File: config.mk
export PLATFORM = sky130hd
export DESIGN_NAME = integer_to_radix_text_flat
export DESIGN_NICKNAME = d
export VERILOG_FILES = /design/src/design/irt_pkg.sv /design/src/design/irt_stream_if.sv /design/src/design/irt_ram.sv /design/src/design/irt_divider.sv /design/src/design/integer_to_radix_text.sv /design/src/flat_wrapper.sv
export SDC_FILE = /design/constraint.sdc
export NUM_CORES = 1
export LEC_CHECK = 0
export CORE_UTILIZATION = 30
export DETAILED_ROUTE_END_ITERATION = 8
export DONT_BUFFER_PORTS = 1
export GPL_TIMING_DRIVEN = 0
export MAX_ROUTING_LAYER = met4
export PLACE_DENSITY_LB_ADDON = 0.15
export SYNTH_ARGS = -nofsm -noshare
export SYNTH_HDL_FRONTEND = slang
export SYNTH_SLANG_ARGS = --single-unit
File: constraint.sdc
create_clock -name clk -period 11.7 [get_ports clk]
set_input_delay 2.34 -clock clk [delete_from_list [all_inputs] [get_ports clk]]
set_output_delay 2.34 -clock clk [all_outputs]
set_load 0.02 [all_outputs]
File: src/design/irt_pkg.sv
// Shared constants, types and the digit character table for the radix text converter.
package irt_pkg;

    localparam int VALUE_WIDTH = 64;
    localparam int MAX_DIGITS  = 64;

    localparam int BASE_W      = 5;
    localparam int DIGIT_W     = 4;
    localparam int CHAR_W      = 8;
    localparam int COUNT_W     = $clog2(MAX_DIGITS + 1);
    localparam int ADDR_W      = $clog2(MAX_DIGITS);

    localparam int DIV_BITS    = 8;
    localparam int DIV_STEPS   = (VALUE_WIDTH + DIV_BITS - 1) / DIV_BITS;
    localparam int DIV_W       = DIV_STEPS * DIV_BITS;
    localparam int STEP_W      = $clog2(DIV_STEPS + 1);

    localparam logic [BASE_W-1:0] MIN_BASE   = BASE_W'(2);
    localparam logic [BASE_W-1:0] MAX_BASE   = BASE_W'(16);
    localparam logic [BASE_W-1:0] SIGN_BASE  = BASE_W'(10);
    localparam logic [CHAR_W-1:0] MINUS_CHAR = 8'h2D;

    localparam logic [CHAR_W-1:0] DIGIT_CHARS [16] = '{
        8'h30, 8'h31, 8'h32, 8'h33, 8'h34, 8'h35, 8'h36, 8'h37,
        8'h38, 8'h39, 8'h61, 8'h62, 8'h63, 8'h64, 8'h65, 8'h66
    };

    typedef struct packed {
        logic                   start;
        logic [VALUE_WIDTH-1:0] dividend;
        logic [BASE_W-1:0]      divisor;
    } div_req_t;

    typedef struct packed {
        logic                   done;
        logic [VALUE_WIDTH-1:0] quotient;
        logic [DIGIT_W-1:0]     remainder;
    } div_status_t;

endpackage

File: src/design/irt_stream_if.sv
// Valid/ready channel interfaces for input numbers and output characters.
interface irt_in_if;
    logic                            valid;
    logic                            ready;
    logic [irt_pkg::VALUE_WIDTH-1:0] value;
    logic                            is_signed;
    logic [irt_pkg::BASE_W-1:0]      base;

    modport source (output valid, output value, output is_signed, output base, input ready);
    modport sink   (input valid, input value, input is_signed, input base, output ready);
endinterface

interface irt_out_if;
    logic                       valid;
    logic                       ready;
    logic [irt_pkg::CHAR_W-1:0] char_code;
    logic                       last;

    modport source (output valid, output char_code, output last, input ready);
    modport sink   (input valid, input char_code, input last, output ready);
endinterface

File: src/design/irt_ram.sv
// Generic single-write, single-read RAM with registered read data.
module irt_ram #(
    parameter int WIDTH = 4,
    parameter int DEPTH = 64
) (
    input  logic                     clk,
    input  logic                     wr_en,
    input  logic [$clog2(DEPTH)-1:0] wr_addr,
    input  logic [WIDTH-1:0]         wr_data,
    input  logic                     rd_en,
    input  logic [$clog2(DEPTH)-1:0] rd_addr,
    output logic [WIDTH-1:0]         rd_data
);

    logic [WIDTH-1:0] mem [DEPTH];

    always_ff @(posedge clk)
    begin
        if (wr_en)
        begin
            mem[wr_addr] <= wr_data;
        end
        if (rd_en)
        begin
            rd_data <= mem[rd_addr];
        end
    end

endmodule

File: src/design/irt_divider.sv
// Iterative divider by a small base, several quotient bits per cycle.
module irt_divider (
    input  logic                 clk,
    input  logic                 rst_n,
    input  irt_pkg::div_req_t    req,
    output irt_pkg::div_status_t status
);

    logic [irt_pkg::DIV_W-1:0]   quo_reg;
    logic [irt_pkg::DIV_W-1:0]   quo_next;
    logic [irt_pkg::DIGIT_W-1:0] rem_reg;
    logic [irt_pkg::DIGIT_W-1:0] rem_next;
    logic [irt_pkg::BASE_W-1:0]  divisor_reg;
    logic [irt_pkg::STEP_W-1:0]  cnt_reg;
    logic [irt_pkg::STEP_W-1:0]  cnt_next;
    logic                        done_reg;
    logic                        done_next;
    logic [irt_pkg::BASE_W-1:0]  trial;

    always_comb
    begin
        rem_next = rem_reg;
        quo_next = quo_reg;
        trial    = '0;
        for (int i = 0; i < irt_pkg::DIV_BITS; i++)
        begin
            trial    = {rem_next, quo_next[irt_pkg::DIV_W-1]};
            quo_next = {quo_next[irt_pkg::DIV_W-2:0], 1'b0};
            if (trial >= divisor_reg)
            begin
                rem_next    = irt_pkg::DIGIT_W'(trial - divisor_reg);
                quo_next[0] = 1'b1;
            end
            else
            begin
                rem_next = trial[irt_pkg::DIGIT_W-1:0];
            end
        end
    end

    always_comb
    begin
        cnt_next  = cnt_reg;
        done_next = 1'b0;
        if (req.start)
        begin
            cnt_next = irt_pkg::STEP_W'(irt_pkg::DIV_STEPS);
        end
        else if (cnt_reg != '0)
        begin
            cnt_next  = cnt_reg - 1'b1;
            done_next = (cnt_reg == irt_pkg::STEP_W'(1));
        end
    end

    always_ff @(posedge clk or negedge rst_n)
    begin
        if (!rst_n)
        begin
            cnt_reg  <= '0;
            done_reg <= 1'b0;
        end
        else
        begin
            cnt_reg  <= cnt_next;
            done_reg <= done_next;
        end
    end

    always_ff @(posedge clk)
    begin
        if (req.start)
        begin
            quo_reg     <= irt_pkg::DIV_W'(req.dividend);
            rem_reg     <= '0;
            divisor_reg <= req.divisor;
        end
        else if (cnt_reg != '0)
        begin
            quo_reg <= quo_next;
            rem_reg <= rem_next;
        end
    end

    assign status.done      = done_reg;
    assign status.quotient  = quo_reg[irt_pkg::VALUE_WIDTH-1:0];
    assign status.remainder = rem_reg;

endmodule

File: src/design/integer_to_radix_text.sv
// Top level: converts one integer into its ASCII text in a radix from 2 to 16.
// One number is taken at a time; din.ready is high only while the block is
// idle. Digits come least significant first from a shared divider that
// retires 8 quotient bits per cycle, and the digit store is then read back
// one character at a time (read, then present, held until dout.ready).
// Base 10 alone prefixes '-' on a negative signed value; bases outside 2..16
// are clamped; at most MAX_DIGITS low-order digits are kept.
module integer_to_radix_text (
    input logic            clk,
    input logic            rst_n,
    irt_in_if.sink         din,
    irt_out_if.source      dout
);

    typedef enum logic [5:0] {
        S_IDLE = 6'b000001,
        S_LOAD = 6'b000010,
        S_DIV  = 6'b000100,
        S_SIGN = 6'b001000,
        S_READ = 6'b010000,
        S_EMIT = 6'b100000
    } state_t;

    state_t                          state_reg;
    state_t                          state_next;
    logic [irt_pkg::VALUE_WIDTH-1:0] value_reg;
    logic [irt_pkg::VALUE_WIDTH-1:0] value_next;
    logic [irt_pkg::BASE_W-1:0]      base_reg;
    logic [irt_pkg::BASE_W-1:0]      base_next;
    logic [irt_pkg::COUNT_W-1:0]     digit_count_reg;
    logic [irt_pkg::COUNT_W-1:0]     digit_count_next;
    logic                            sign_pending_reg;
    logic                            sign_pending_next;

    logic [irt_pkg::VALUE_WIDTH-1:0] in_value;
    logic [irt_pkg::BASE_W-1:0]      in_base;
    logic                            in_neg;
    logic [irt_pkg::COUNT_W-1:0]     rd_count;

    irt_pkg::div_req_t               div_req;
    irt_pkg::div_status_t            div_status;

    logic                            wr_en;
    logic                            rd_en;
    logic [irt_pkg::DIGIT_W-1:0]     rd_data;

    assign in_value = din.value[irt_pkg::VALUE_WIDTH-1:0];
    assign in_neg   = din.is_signed && in_value[irt_pkg::VALUE_WIDTH-1];
    assign in_base  = (din.base < irt_pkg::MIN_BASE) ? irt_pkg::MIN_BASE :
                      (din.base > irt_pkg::MAX_BASE) ? irt_pkg::MAX_BASE : din.base;
    assign rd_count = digit_count_reg - 1'b1;

    assign div_req.start    = (state_reg == S_LOAD);
    assign div_req.dividend = value_reg;
    assign div_req.divisor  = base_reg;

    assign wr_en = (state_reg == S_DIV) && div_status.done
                   && (digit_count_reg < irt_pkg::COUNT_W'(irt_pkg::MAX_DIGITS));
    assign rd_en = (state_reg == S_READ);

    irt_divider u_divider (
        .clk    (clk),
        .rst_n  (rst_n),
        .req    (div_req),
        .status (div_status)
    );

    irt_ram #(
        .WIDTH (irt_pkg::DIGIT_W),
        .DEPTH (irt_pkg::MAX_DIGITS)
    ) u_digit_store (
        .clk     (clk),
        .wr_en   (wr_en),
        .wr_addr (digit_count_reg[irt_pkg::ADDR_W-1:0]),
        .wr_data (div_status.remainder),
        .rd_en   (rd_en),
        .rd_addr (rd_count[irt_pkg::ADDR_W-1:0]),
        .rd_data (rd_data)
    );

    always_comb
    begin
        state_next        = state_reg;
        value_next        = value_reg;
        base_next         = base_reg;
        digit_count_next  = digit_count_reg;
        sign_pending_next = sign_pending_reg;
        unique case (state_reg)
            S_IDLE:
            begin
                if (din.valid)
                begin
                    value_next        = in_neg ? (~in_value + 1'b1) : in_value;
                    base_next         = in_base;
                    sign_pending_next = in_neg && (in_base == irt_pkg::SIGN_BASE);
                    digit_count_next  = '0;
                    state_next        = S_LOAD;
                end
            end
            S_LOAD:
            begin
                state_next = S_DIV;
            end
            S_DIV:
            begin
                if (div_status.done)
                begin
                    value_next = div_status.quotient;
                    if (wr_en)
                    begin
                        digit_count_next = digit_count_reg + 1'b1;
                    end
                    if (div_status.quotient != '0)
                    begin
                        state_next = S_LOAD;
                    end
                    else if (sign_pending_reg)
                    begin
                        state_next = S_SIGN;
                    end
                    else
                    begin
                        state_next = S_READ;
                    end
                end
            end
            S_SIGN:
            begin
                if (dout.ready)
                begin
                    sign_pending_next = 1'b0;
                    state_next        = S_READ;
                end
            end
            S_READ:
            begin
                digit_count_next = rd_count;
                state_next       = S_EMIT;
            end
            S_EMIT:
            begin
                if (dout.ready)
                begin
                    state_next = (digit_count_reg == '0) ? S_IDLE : S_READ;
                end
            end
            default:
            begin
                state_next = S_IDLE;
            end
        endcase
    end

    always_ff @(posedge clk or negedge rst_n)
    begin
        if (!rst_n)
        begin
            state_reg        <= S_IDLE;
            digit_count_reg  <= '0;
            sign_pending_reg <= 1'b0;
        end
        else
        begin
            state_reg        <= state_next;
            digit_count_reg  <= digit_count_next;
            sign_pending_reg <= sign_pending_next;
        end
    end

    always_ff @(posedge clk)
    begin
        value_reg <= value_next;
        base_reg  <= base_next;
    end

    assign din.ready      = (state_reg == S_IDLE);
    assign dout.valid     = (state_reg == S_SIGN) || (state_reg == S_EMIT);
    assign dout.char_code = (state_reg == S_SIGN) ? irt_pkg::MINUS_CHAR
                                                  : irt_pkg::DIGIT_CHARS[rd_data];
    assign dout.last      = (state_reg == S_EMIT) && (digit_count_reg == '0);

    a_no_overlap: assert property (@(posedge clk) disable iff (!rst_n)
        din.ready |-> !dout.valid)
        else $error("input taken while a character is pending");

    a_done_in_div: assert property (@(posedge clk) disable iff (!rst_n)
        div_status.done |-> (state_reg == S_DIV))
        else $error("divider finished outside the divide state");

    a_count_cap: assert property (@(posedge clk) disable iff (!rst_n)
        digit_count_reg <= irt_pkg::COUNT_W'(irt_pkg::MAX_DIGITS))
        else $error("digit count beyond store depth");

    a_last_ends: assert property (@(posedge clk) disable iff (!rst_n)
        (dout.valid && dout.ready && dout.last) |=> din.ready)
        else $error("block not idle after final character");

    a_sign_first: assert property (@(posedge clk) disable iff (!rst_n)
        (state_reg == S_SIGN) |-> (digit_count_reg != '0))
        else $error("minus sign with no digits behind it");

endmodule
File: src/flat_wrapper.sv
// flat-port wrapper written by rule: the top's interface ports become plain ports
module integer_to_radix_text_flat 
  (clk, rst_n, din_valid, din_value, din_is_signed, din_base, din_ready, dout_valid, dout_char_code, dout_last, dout_ready);
  irt_in_if din_i ();
  irt_out_if dout_i ();
  input logic clk;
  input logic rst_n;
  input wire logic [$bits(din_i.valid)-1:0] din_valid;
  input wire logic [$bits(din_i.value)-1:0] din_value;
  input wire logic [$bits(din_i.is_signed)-1:0] din_is_signed;
  input wire logic [$bits(din_i.base)-1:0] din_base;
  output wire logic [$bits(din_i.ready)-1:0] din_ready;
  output wire logic [$bits(dout_i.valid)-1:0] dout_valid;
  output wire logic [$bits(dout_i.char_code)-1:0] dout_char_code;
  output wire logic [$bits(dout_i.last)-1:0] dout_last;
  input wire logic [$bits(dout_i.ready)-1:0] dout_ready;
  assign din_i.valid = din_valid;
  assign din_i.value = din_value;
  assign din_i.is_signed = din_is_signed;
  assign din_i.base = din_base;
  assign din_ready = din_i.ready;
  assign dout_valid = dout_i.valid;
  assign dout_char_code = dout_i.char_code;
  assign dout_last = dout_i.last;
  assign dout_i.ready = dout_ready;
  integer_to_radix_text u_core (.clk(clk), .rst_n(rst_n), .din(din_i), .dout(dout_i));
endmodule
# Yosys cells after proc, flatten, opt, wreduce, memory -nomap -nowiden
# Memory sizes are Yosys's and may differ from the RTL's. A register that Yosys moved wholly into a read port is not among the register bits.
# Cells that the tools add are included.
word_totals:
  romBits: 128
  word_cells: 117
  register_bits: 161
  input_bits: 74
  memories: 2
  ramBits: 256
  latch_bits: 0
classes:
  n_mux: 48
  shifts: 0
  n_lt_le_gt_ge: 12
  div: 0
  n_mul: 0
  n_addsub: 12
  n_reduce_logical: 18
  bitwise: 2
  n_eq_ne: 13
memory_table:
  columns: ["memory", "depth", "word_bits", "read_ports", "rd_ports_with_merged_regs", "wr", "line", "text"]
  rows:
  - ["u_core.u_digit_store.mem", 64, 4, 1, 1, 1, "irt_ram.sv:15", "logic [WIDTH-1:0] mem [DEPTH];"]
  - ["(no name shown)", 16, 8, 1, 0, 0, "integer_to_radix_text.sv:179", ": irt_pkg::DIGIT_CHARS[rd_data];"]
ops:
  columns: ["operator", "count"]
  rows:
  - ["64-bit 2-to-1 mux", 5]
  - ["64-bit one-hot mux with 2 select lines", 1]
  - ["64-bit by 1-bit adder with 64-bit output, second input constant", 1]
  - ["64-bit inverter", 1]
  - ["64-bit nonzero test", 1]
  - ["5-bit >= comparator", 8]
  - ["4-bit 2-to-1 mux", 10]
  - ["6-bit one-hot mux with 6 select lines", 1]
  - ["4-bit subtractor", 8]
  - ["6-bit 2-to-1 mux", 5]
  - ["8-bit 2-to-1 mux", 3]
  - ["7-bit 2-to-1 mux", 3]
  - ["7-bit one-hot mux with 3 select lines", 1]
  - ["5-bit 2-to-1 mux", 4]
  - ["1-bit 2-to-1 mux", 14]
  - ["2-bit inequality test, second input constant", 5]
  - ["4-bit AND reduction", 2]
  - ["7-bit by 1-bit adder with 7-bit output, second input constant", 1]
  - ["7-bit logical NOT", 1]
  - ["7-bit < comparator, second input constant", 1]
  - ["7-bit by 1-bit subtractor with 7-bit output, second input constant", 1]
  - ["6-bit by 1-bit == test with 1-bit output, second input constant", 1]
  - ["6-bit by 2-bit == test with 1-bit output, second input constant", 1]
  - ["6-bit by 3-bit == test with 1-bit output, second input constant", 1]
  - ["other kinds (18)", 25]

# Logic depth before layout (Yosys ltp)
# Gate-level depths: netlist (run 1).
depth:
  depth_word: 18
  mapped_depth: 50
  ltp_nobuf: 50

# By module
# Synthesis (run 1) repeated with hierarchy kept, for this count alone.
hier_totals:
  cells_unflattened: 1553
  hier_area_um2: 21050.2
modules_own_cells:
  columns: ["module", "seq_area_each_um2", "cells_each", "instances", "area_per_inst_um2"]
  rows:
  - ["irt_ram", 7807.5, 521, 1, 10447.5]
  - ["integer_to_radix_text", 2423.6, 614, 1, 5542.8]
  - ["irt_divider", 2277.2, 418, 1, 5059.9]

# Least setup slack after synthesis (run 1)
# OpenSTA, ideal clock, no wires.
synth_path:
  kind: "register to register"
  startpoint: "register u_core.u_divider.rem_reg[0] (netlist bit)"
  endpoint: "register u_core.u_divider.rem_reg[1] (netlist bit)"
  n_path_buf: 0
  arrival_time_ns: 11.120
  stages_incl_launch_ff: 47
  setup_time_ns: 0.142
  path_slack_ns: 0.438
  path_cell_list: "dfxtp_1 > ha_1 > a211oi_1 > o21bai_1 > a21oi_1 > mux2i_1 > inv_1 > ha_1 > o21a_1 > o31a_1 > o22ai_2 > mux2_2 > inv_1 > ha_1 > nor2b_1 > o31a_1 > o22ai_2 > mux2_2 > [11 not listed] > mux2_2 > ha_1 > nand2_1 > o21ai_1 > mux2_2 > inv_1 > ha_1 > a211oi_1 > o21ai_0 > o21ai_0 > mux2i_1 > ha_1 > a21o_1 > a211o_1 > a31oi_1 > inv_1 > o211ai_1 > a21oi_1"
synth_via:
  elab_chain_cells: 16
  elab_cells_between_ends: 24
  classes_between: "add/sub: 8; order compare: 8; mux: 8"
synth_rtl:
  columns: ["item", "line", "text"]
  rows:
  - ["start, declared", "irt_divider.sv:11", "logic [irt_pkg::DIGIT_W-1:0] rem_reg;"]
  - ["start signal, assigned", "irt_divider.sv:81", "rem_reg <= rem_next;"]
  - ["4-bit subtractor or 5-bit >= comparator (tied branches)", "irt_divider.sv:31, irt_divider.sv:29", null]
  - ["4-bit 2-to-1 mux *", "irt_divider.sv:29", "if (trial >= divisor_reg)"]
  - ["4-bit subtractor or 5-bit >= comparator (tied branches)", "irt_divider.sv:31, irt_divider.sv:29", null]
  - ["4-bit 2-to-1 mux *", "irt_divider.sv:29", null]
  - ["4-bit subtractor or 5-bit >= comparator (tied branches)", "irt_divider.sv:31, irt_divider.sv:29", null]
  - ["4-bit 2-to-1 mux *", "irt_divider.sv:29", null]
  - ["5-bit >= comparator or 4-bit subtractor (tied branches)", "irt_divider.sv:29, irt_divider.sv:31", null]
  - ["4-bit 2-to-1 mux *", "irt_divider.sv:29", null]
  - ["4-bit subtractor or 5-bit >= comparator (tied branches)", "irt_divider.sv:31, irt_divider.sv:29", null]
  - ["4-bit 2-to-1 mux *", "irt_divider.sv:29", null]
  - ["4-bit subtractor or 5-bit >= comparator (tied branches)", "irt_divider.sv:31, irt_divider.sv:29", null]
  - ["4-bit 2-to-1 mux *", "irt_divider.sv:29", null]
  - ["5-bit >= comparator or 4-bit subtractor (tied branches)", "irt_divider.sv:29, irt_divider.sv:31", null]
  - ["4-bit 2-to-1 mux *", "irt_divider.sv:29", null]
  - ["4-bit subtractor or 5-bit >= comparator (tied branches)", "irt_divider.sv:31, irt_divider.sv:29", null]
  - ["4-bit 2-to-1 mux *", "irt_divider.sv:29", null]
# Mark *: on every way between the ends. The rest lies on a longest branch, timed or not.
# A chain may end at the register's enable or synchronous reset.

# Worst setup path after layout (run 1)
layout_path:
  startpoint: "register u_core.u_divider.quo_reg[63] (netlist bit)"
  endpoint: "register u_core.u_divider.quo_reg[0] (netlist bit), data pin"
layout_via:
  elab_chain_cells: 18
  elab_cells_between_ends: 25
  classes_between: "add/sub: 7; order compare: 8; mux: 10"
layout_rtl:
  columns: ["item", "line", "text"]
  rows:
  - ["start, declared", "irt_divider.sv:9", "logic [irt_pkg::DIV_W-1:0] quo_reg;"]
  - ["start signal, assigned", "irt_divider.sv:74", "quo_reg <= irt_pkg::DIV_W'(req.dividend);"]
  - ["start signal, assigned", "irt_divider.sv:80", "quo_reg <= quo_next;"]
  - ["4-bit subtractor or 5-bit >= comparator (tied branches)", "irt_divider.sv:31, irt_divider.sv:29", null]
  - ["4-bit 2-to-1 mux *", "irt_divider.sv:29", null]
  - ["4-bit subtractor or 5-bit >= comparator (tied branches)", "irt_divider.sv:31, irt_divider.sv:29", null]
  - ["4-bit 2-to-1 mux *", "irt_divider.sv:29", null]
  - ["4-bit subtractor or 5-bit >= comparator (tied branches)", "irt_divider.sv:31, irt_divider.sv:29", null]
  - ["4-bit 2-to-1 mux *", "irt_divider.sv:29", null]
  - ["4-bit subtractor or 5-bit >= comparator (tied branches)", "irt_divider.sv:31, irt_divider.sv:29", null]
  - ["4-bit 2-to-1 mux *", "irt_divider.sv:29", null]
  - ["[2 not listed]", null, null]
  - ["4-bit subtractor or 5-bit >= comparator (tied branches)", "irt_divider.sv:31, irt_divider.sv:29", null]
  - ["4-bit 2-to-1 mux *", "irt_divider.sv:29", null]
  - ["4-bit subtractor or 5-bit >= comparator (tied branches)", "irt_divider.sv:31, irt_divider.sv:29", null]
  - ["4-bit 2-to-1 mux *", "irt_divider.sv:29", null]
  - ["5-bit >= comparator *", "irt_divider.sv:29", null]
  - ["1-bit 2-to-1 mux *", "irt_divider.sv:29", null]
  - ["64-bit 2-to-1 mux *", "irt_divider.sv:78", "else if (cnt_reg != '0)"]
  - ["64-bit 2-to-1 mux *", "irt_divider.sv:72", "if (req.start)"]
# Mark *: on every way between the ends. The rest lies on a longest branch, timed or not. The select of a mux whose other input is x is not followed.

==> impl_metrics.json, run 1 <==
{
  "cp.arrival_ns": 11.34,
  "ys_seq_area_share_pct": 60.1,
  "synth_common_cells": "398 x edfxtp_1, 311 x nand2_1, 181 x nor2_1",
  "drt-pass1-iter-count": 7,
  "status": "finished clean",
  "n_fill_cell": 6754,
  "grt_pass1_vias": 14000,
  "gp_congestion": 0.849,
  "cts.sinks": 421,
  "post-synth-top-count-cell": "edfxtp_1",
  "grtUsageTotal_pct": 17.5,
  "finalHoldViolations": 0,
  "ys_types": 73,
  "maxSlewHeadroom_pct": 11.5,
  "crit_path_end_kind": "flip-flop",
  "cp_slowest_cell": "edfxtp_1",
  "dieArea_sq_um": 70400,
  "vias": 13900,
  "ys_ff_latch": 421,
  "postRouteWirelength_um": 60000,
  "synth_nets": 1830,
  "drtIter0Drc": 1089,
  "crit_type": "reg2reg",
  "reg2reg_depth": 46,
  "yosys.area.top_type": "edfxtp_1",
  "grt_pass1_wl_um": 90000,
  "antennaDiodeCount": 0,
  "cp_slowest_stage_delay_ns": 0.42,
  "die_height_um": 265,
  "holdWs_ns": 0.424,
  "start_util_pct": 30.3,
  "r2r_start": "u_core.u_divider.quo_reg[63]",
  "yosys_warnings": 0,
  "synth_area_sq_um": 20800,
  "multi_input_area_sq_um": 7940,
  "r2r_slack_ns": 0.68,
  "avgSynthCellArea_sq_um": 12.2,
  "yosys.area.top_type_share_pct": 57.5,
  "cap_violations": 0,
  "setup_viol": 0,
  "crit_path_frequent_cell": "ha_1",
  "ys_top_cells_by_area": "edfxtp_1 57%, mux4_2 6.9%, nand2_1 5.6%",
  "drt-wirelength-per-cell_um": 21.9,
  "num_rows": 96,
  "postSynth.asyncResetShare_pct": 4.51,
  "seq_area_sq_um": 12500,
  "root_buffer": "clkbuf_16",
  "clk_pin_slew_ns": 0.06,
  "fmax_mhz": 90.7,
  "min_path_cells": 0,
  "grt_max_degree": 49,
  "fin_crit_sh_pct": 94.2,
  "min-delay-start": "u_core.base_reg[0]",
  "path_max_fanout": 6,
  "worstSetupStartpointType": "flip-flop",
  "hold-path-endpoint": "u_core.u_divider.divisor_reg[0]",
  "core_area_sq_um": 68600,
  "final_nets": 1903,
  "largest_reg_flops": 256,
  "avgViaCountPerCell": 5.08,
  "worst_pin_slew_ns": 1.32,
  "synth-edff-count": 398,
  "clkLatencyLatePin_ns": 0.61,
  "required_ns": 12.02,
  "synth_flop_cell": "edfxtp_1",
  "antenna_found_initial": 0,
  "numCtsBuffers": 46,
  "maxSlewViolCount": 0,
  "timing.rr.end": "u_core.u_divider.quo_reg[0]",
  "die_width_um": 265,
  "grt_overflow": 0,
  "portBuffers": 0,
  "place_hpwl_um": 42700,
  "htree_levels": 2,
  "synth_cells": 1701,
  "skew_ns": 0.0534,
  "clockBufferDepth": 3,
  "cts_tree": "built",
  "drc": 0,
  "fin_crit_ns": 11.02,
  "io_pins": 85,
  "hold_class": "reg2reg",
  "postCtsHoldBufs": 0,
  "drive_gt1_share_pct": 13.6,
  "syn_to_final_growth_pct": 15.0,
  "postRouteAntennaNets": 0
}
## stage by stage
step                util (%)  instances  setup TNS, ns  instance area, sq um  setup WS, ns
detailed placement      32.3       2639          -8.63                 22100         -1.82
global route            34.9       2740       -0.00297                 23900      -0.00297
finish                  34.9       2740              0                 23900         0.678
floorplan                  -       1701              0                 20800         0.438
CTS                     34.7       2727              0                 23800        0.0738
global placement        32.0       2632         -14.35                 22000         -2.80
## metal layers
layer | GRT usage (%) | up-vias | part of all wire, %
met5 | - | - | 0
met4 | 4.91 | 0 | 2.5
met3 | 2.88 | 89 | 4.8
met2 | 26.6 | 342 | 46
met1 | 24.0 | 7033 | 47
li1 | - | 6448 | -
## cells by family after synthesis
family	share of synthesized area, %
adders and majority gates	3.60
buffers and inverters	2.32
DFF	60.1
muxes	8.31
AOI/OAI and AO/OA	7.64
and+or+nand+nor	14.8
other	0.0361
xor gates and xnor gates	3.20
## cell type report
class / instances / share of cell area (%)
Multi-Input combinational cell: 1159 / 33.2
Timing Repair Buffer: 25 / 1.18
Buffer: 80 / 1.37
Clock buffer: 56 / 4.97
Inverter: 41 / 0.674
Sequential cell: 421 / 52.3
Clock inverter: 27 / 1.47
Tap cell: 931 / 4.87
## timing repair
action,CTS,global route
cloned,0,0
setup buffers,5,13
setup endpoints to repair,5,5
gates resized for setup,15,12
pin swaps,1,7
## layout by cell type, fill, tap and decap left out, types with 13 or more instances in the layout
| cell type | instances |
|---|---|
| a21o_1 | 13 |
| a21oi_1 | 79 |
| buf_2 | 16 |
| buf_4 | 20 |
| clkbuf_1 | 60 |
| clkbuf_16 | 46 |
| dfrtp_1 | 18 |
| edfxtp_1 | 398 |
| ha_1 | 47 |
| inv_1 | 38 |
| mux2_2 | 13 |
| mux4_2 | 64 |
| nand2_1 | 310 |
| nand3_1 | 43 |
| nand4_1 | 18 |
| nor2_1 | 181 |
| nor3_1 | 29 |
| nor4_1 | 24 |
| o21ai_0 | 61 |
| xnor2_1 | 48 |
| xor2_1 | 28 |
## worst max-delay path: cells and delay by family, from the launching register on
kind                       cells  cell delay [ns]
buffers and inverters          7             0.73
AOI/OAI and AO/OA             19             4.21
adders and majority gates      8             2.19
muxes                          7             2.54
and+or+nand+nor                5             0.63
DFF                            1             0.42
## worst max path at each step
stage                                    start                           to  cells after the start  slack [ns]
3_5_place_dp   u_core.u_divider.divisor_reg[1]  u_core.u_divider.rem_reg[1]                     48       -1.82
2_1_floorplan      u_core.u_divider.rem_reg[0]  u_core.u_divider.rem_reg[1]                     46        0.44
5_1_grt           u_core.u_divider.quo_reg[63]  u_core.u_divider.rem_reg[1]                     48      -0.003
3_3_place_gp       u_core.u_divider.rem_reg[0]  u_core.u_divider.rem_reg[1]                     47       -2.80
6_report          u_core.u_divider.quo_reg[63]  u_core.u_divider.quo_reg[0]                     46        0.68
4_1_cts           u_core.u_divider.quo_reg[63]  u_core.u_divider.rem_reg[1]                     48        0.07
Power of run 1 is not shown: default switching activity piles up to over one toggle a cycle in this logic, so the estimate is an artifact.
==> inputs of run 2 (changes only) <==
--- a/config.mk
+++ b/config.mk
@@ -5,6 +5,8 @@
 export SDC_FILE = /design/constraint.sdc
 export NUM_CORES = 1
 export LEC_CHECK = 0
+export ABC_AREA = 1
+export ABC_CLOCK_PERIOD_IN_PS = 11700
 export CORE_UTILIZATION = 30
 export DETAILED_ROUTE_END_ITERATION = 8
 export DONT_BUFFER_PORTS = 1
==> impl_metrics.json, run 2 <==
{
  "final_nets": 2611,
  "drtIter0Drc": 1673,
  "core_area_sq_um": 72800,
  "postRouteWirelength_um": 75500,
  "status": "finished clean",
  "ys_types": 47,
  "grt_max_degree": 50,
  "drt-wirelength-per-cell_um": 21.7,
  "dieArea_sq_um": 74500,
  "synth_cells": 2407,
  "synth-edff-count": 398,
  "cts_tree": "built",
  "numCtsBuffers": 47,
  "path_max_fanout": 8,
  "n_fill_cell": 7464,
  "yosys.area.top_type": "edfxtp_1",
  "place_hpwl_um": 53000,
  "post-route-util_pct": 34.6,
  "avgSynthCellArea_sq_um": 9.16,
  "ys_ff_latch": 421,
  "drive_gt1_share_pct": 7.86,
  "fin_crit_ns": 10.65,
  "maxSlewHeadroom_pct": 43.3,
  "vias": 17800,
  "io_pins": 85,
  "fmax_mhz": 93.9,
  "grtUsageTotal_pct": 20.3,
  "die_height_um": 273,
  "num_rows": 99,
  "crit_buf_inv": 13,
  "skew_ns": 0.0309,
  "cp_slowest_stage_delay_ns": 0.38,
  "holdWs_ns": 0.419,
  "crit_path_frequent_cell": "nand2_1",
  "hold_class": "reg2reg",
  "synth_common_cells": "495 x nand2_1, 425 x nor2_1, 398 x edfxtp_1",
  "portBuffers": 0,
  "clkLatencyLatePin_ns": 0.61,
  "antenna_found_initial": 0,
  "clk_pin_slew_ns": 0.06,
  "fin_crit_sh_pct": 91.0,
  "maxSlewViolCount": 0,
  "required_ns": 12.15,
  "grt_pass1_vias": 17200,
  "syn_to_final_growth_pct": 14.3,
  "cap_violations": 0,
  "cp.arrival_ns": 11.10,
  "postRouteAntennaNets": 0,
  "finalSetupTns_ns": 0,
  "start_util_pct": 30.3,
  "ys_seq_area_share_pct": 56.8,
  "synth_nets": 2536,
  "cp_slowest_cell": "edfxtp_1",
  "grt_overflow": 0,
  "htree_levels": 2,
  "die_width_um": 273,
  "drt-pass1-iter-count": 6,
  "postSynth.asyncResetShare_pct": 4.51,
  "gp_congestion": 0.896,
  "root_buffer": "clkbuf_16",
  "antennaDiodeCount": 0,
  "clockBufferDepth": 3,
  "ys_top_cells_by_area": "edfxtp_1 54%, nand2_1 8.4%, nor2_1 7.2%",
  "crit_path_end_kind": "flip-flop",
  "grt_pass1_wl_um": 109000,
  "post-synth-top-count-cell": "nand2_1",
  "setup_viol": 0,
  "yosys_warnings": 0,
  "final_common_cell": "nand2_1",
  "yosys.area.top_type_share_pct": 54.2,
  "worstSetupStartpointType": "flip-flop",
  "synth_flop_cell": "edfxtp_1",
  "postCtsHoldBufs": 0,
  "avgViaCountPerCell": 5.12,
  "cts.sinks": 421,
  "crit_type": "reg2reg",
  "final_cell_mix": "494 x nand2_1, 422 x nor2_1, 398 x edfxtp_1, 264 x o21ai_0, 197 x inv_1",
  "drc": 0,
  "worst_pin_slew_ns": 0.848,
  "synth_area_sq_um": 22000,
  "largest_reg_flops": 256,
  "crit_family": "simple AND/OR/NAND/NOR gates",
  "finalHoldViolations": 0
}
-- run 2: changes by cell type after synthesis, moves of 37 or more --
| cell | before | now |
|---|---|---|
| xnor2_1 | 48 | 11 |
| a21oi_1 | 81 | 29 |
| o21ai_0 | 65 | 265 |
| nand2_1 | 311 | 495 |
| mux4_2 | 64 | 0 |
| nor2_1 | 181 | 425 |
| nand3_1 | 43 | 183 |
| inv_1 | 40 | 204 |
| o211ai_1 | 8 | 75 |
-- run 2: logic make-up (layout without fill, tap and decap cells) --
logic type	after synthesis	in the layout	synth area share (%)
XOR/XNOR	35	35	1.46
flip-flops	421	421	56.8
AO/OA/AOI/OAI	391	391	9.98
AND/OR/NAND/NOR	1197	1197	22.8
adder cells (fa/ha/maj)	55	55	3.40
other	2	2	0.0341
buffers and inverters	306	418	5.58
-- run 2: metrics by stage --
stage	worst slack (ns)	instance area, sq um	cells
2_1_floorplan	1.65	22000	2407
4_1_cts	0.0720	25000	3460
3_5_place_dp	-0.862	23300	3369
3_3_place_gp	-2.21	23200	3366
5_1_grt	-0.00427	25200	3478
6_report	1.05	25200	3478
-- run 2: repair_timing --
action	4_1_cts	5_1_grt
buffers inserted	5	18
endpoints found under the setup margin	5	5
pin swaps	0	2
resized for setup	4	12
-- run 2: layer usage --
layer / track usage (%) / up-vias / routed length, um
met4: 6.22 / 0 / 2110
met3: 2.49 / 116 / 3960
met5: - / - / 0
met1: 26.5 / 8786 / 33800
met2: 32.8 / 516 / 35600
li1: - / 8374 / -
-- run 2: layout make-up --
| cell class | count | area, sq um | share of cell area, % |
|---|---|---|---|
| sequential | 421 | 12500 | 49.7 |
| multi-input combinational | 1680 | 8350 | 33.1 |
| clock buffer | 61 | 1300 | 5.16 |
| tap | 959 | 1200 | 4.76 |
| inverter | 209 | 800 | 3.17 |
| buffer | 97 | 445 | 1.77 |
| timing repair buffer | 26 | 343 | 1.36 |
| clock inverter | 25 | 234 | 0.929 |
-- run 2: path summary, 6_finish.rpt --
path | startpoint | end | slack, ns | cells after the start
worst max-delay path | u_core.u_divider.divisor_reg[3] | u_core.u_divider.rem_reg[0] | 1.05 | 65
worst min-delay path | u_core.base_reg[4] | u_core.u_divider.divisor_reg[4] | 0.42 | 0
worst max register to register | u_core.u_divider.divisor_reg[3] | u_core.u_divider.rem_reg[0] | 1.05 | 65
worst min register to register | u_core.base_reg[4] | u_core.u_divider.divisor_reg[4] | 0.42 | 0
max in group asynchronous | rst_n | u_core.state_reg[0] | 10.08 | 0
min in group asynchronous | rst_n | u_core.digit_count_reg[4] | 1.43 | 0
-- run 2: worst register-to-register path, delay by kind of cell (launching register included) --
family                   cells  cell delay [ns]
adder cells (fa/ha/maj)      8             2.51
flip-flops                   1             0.38
AO/OA/AOI/OAI               10             1.90
AND/OR/NAND/NOR             34             4.40
buffers and inverters       13             1.33
Power of run 2 is left out for the same reason.
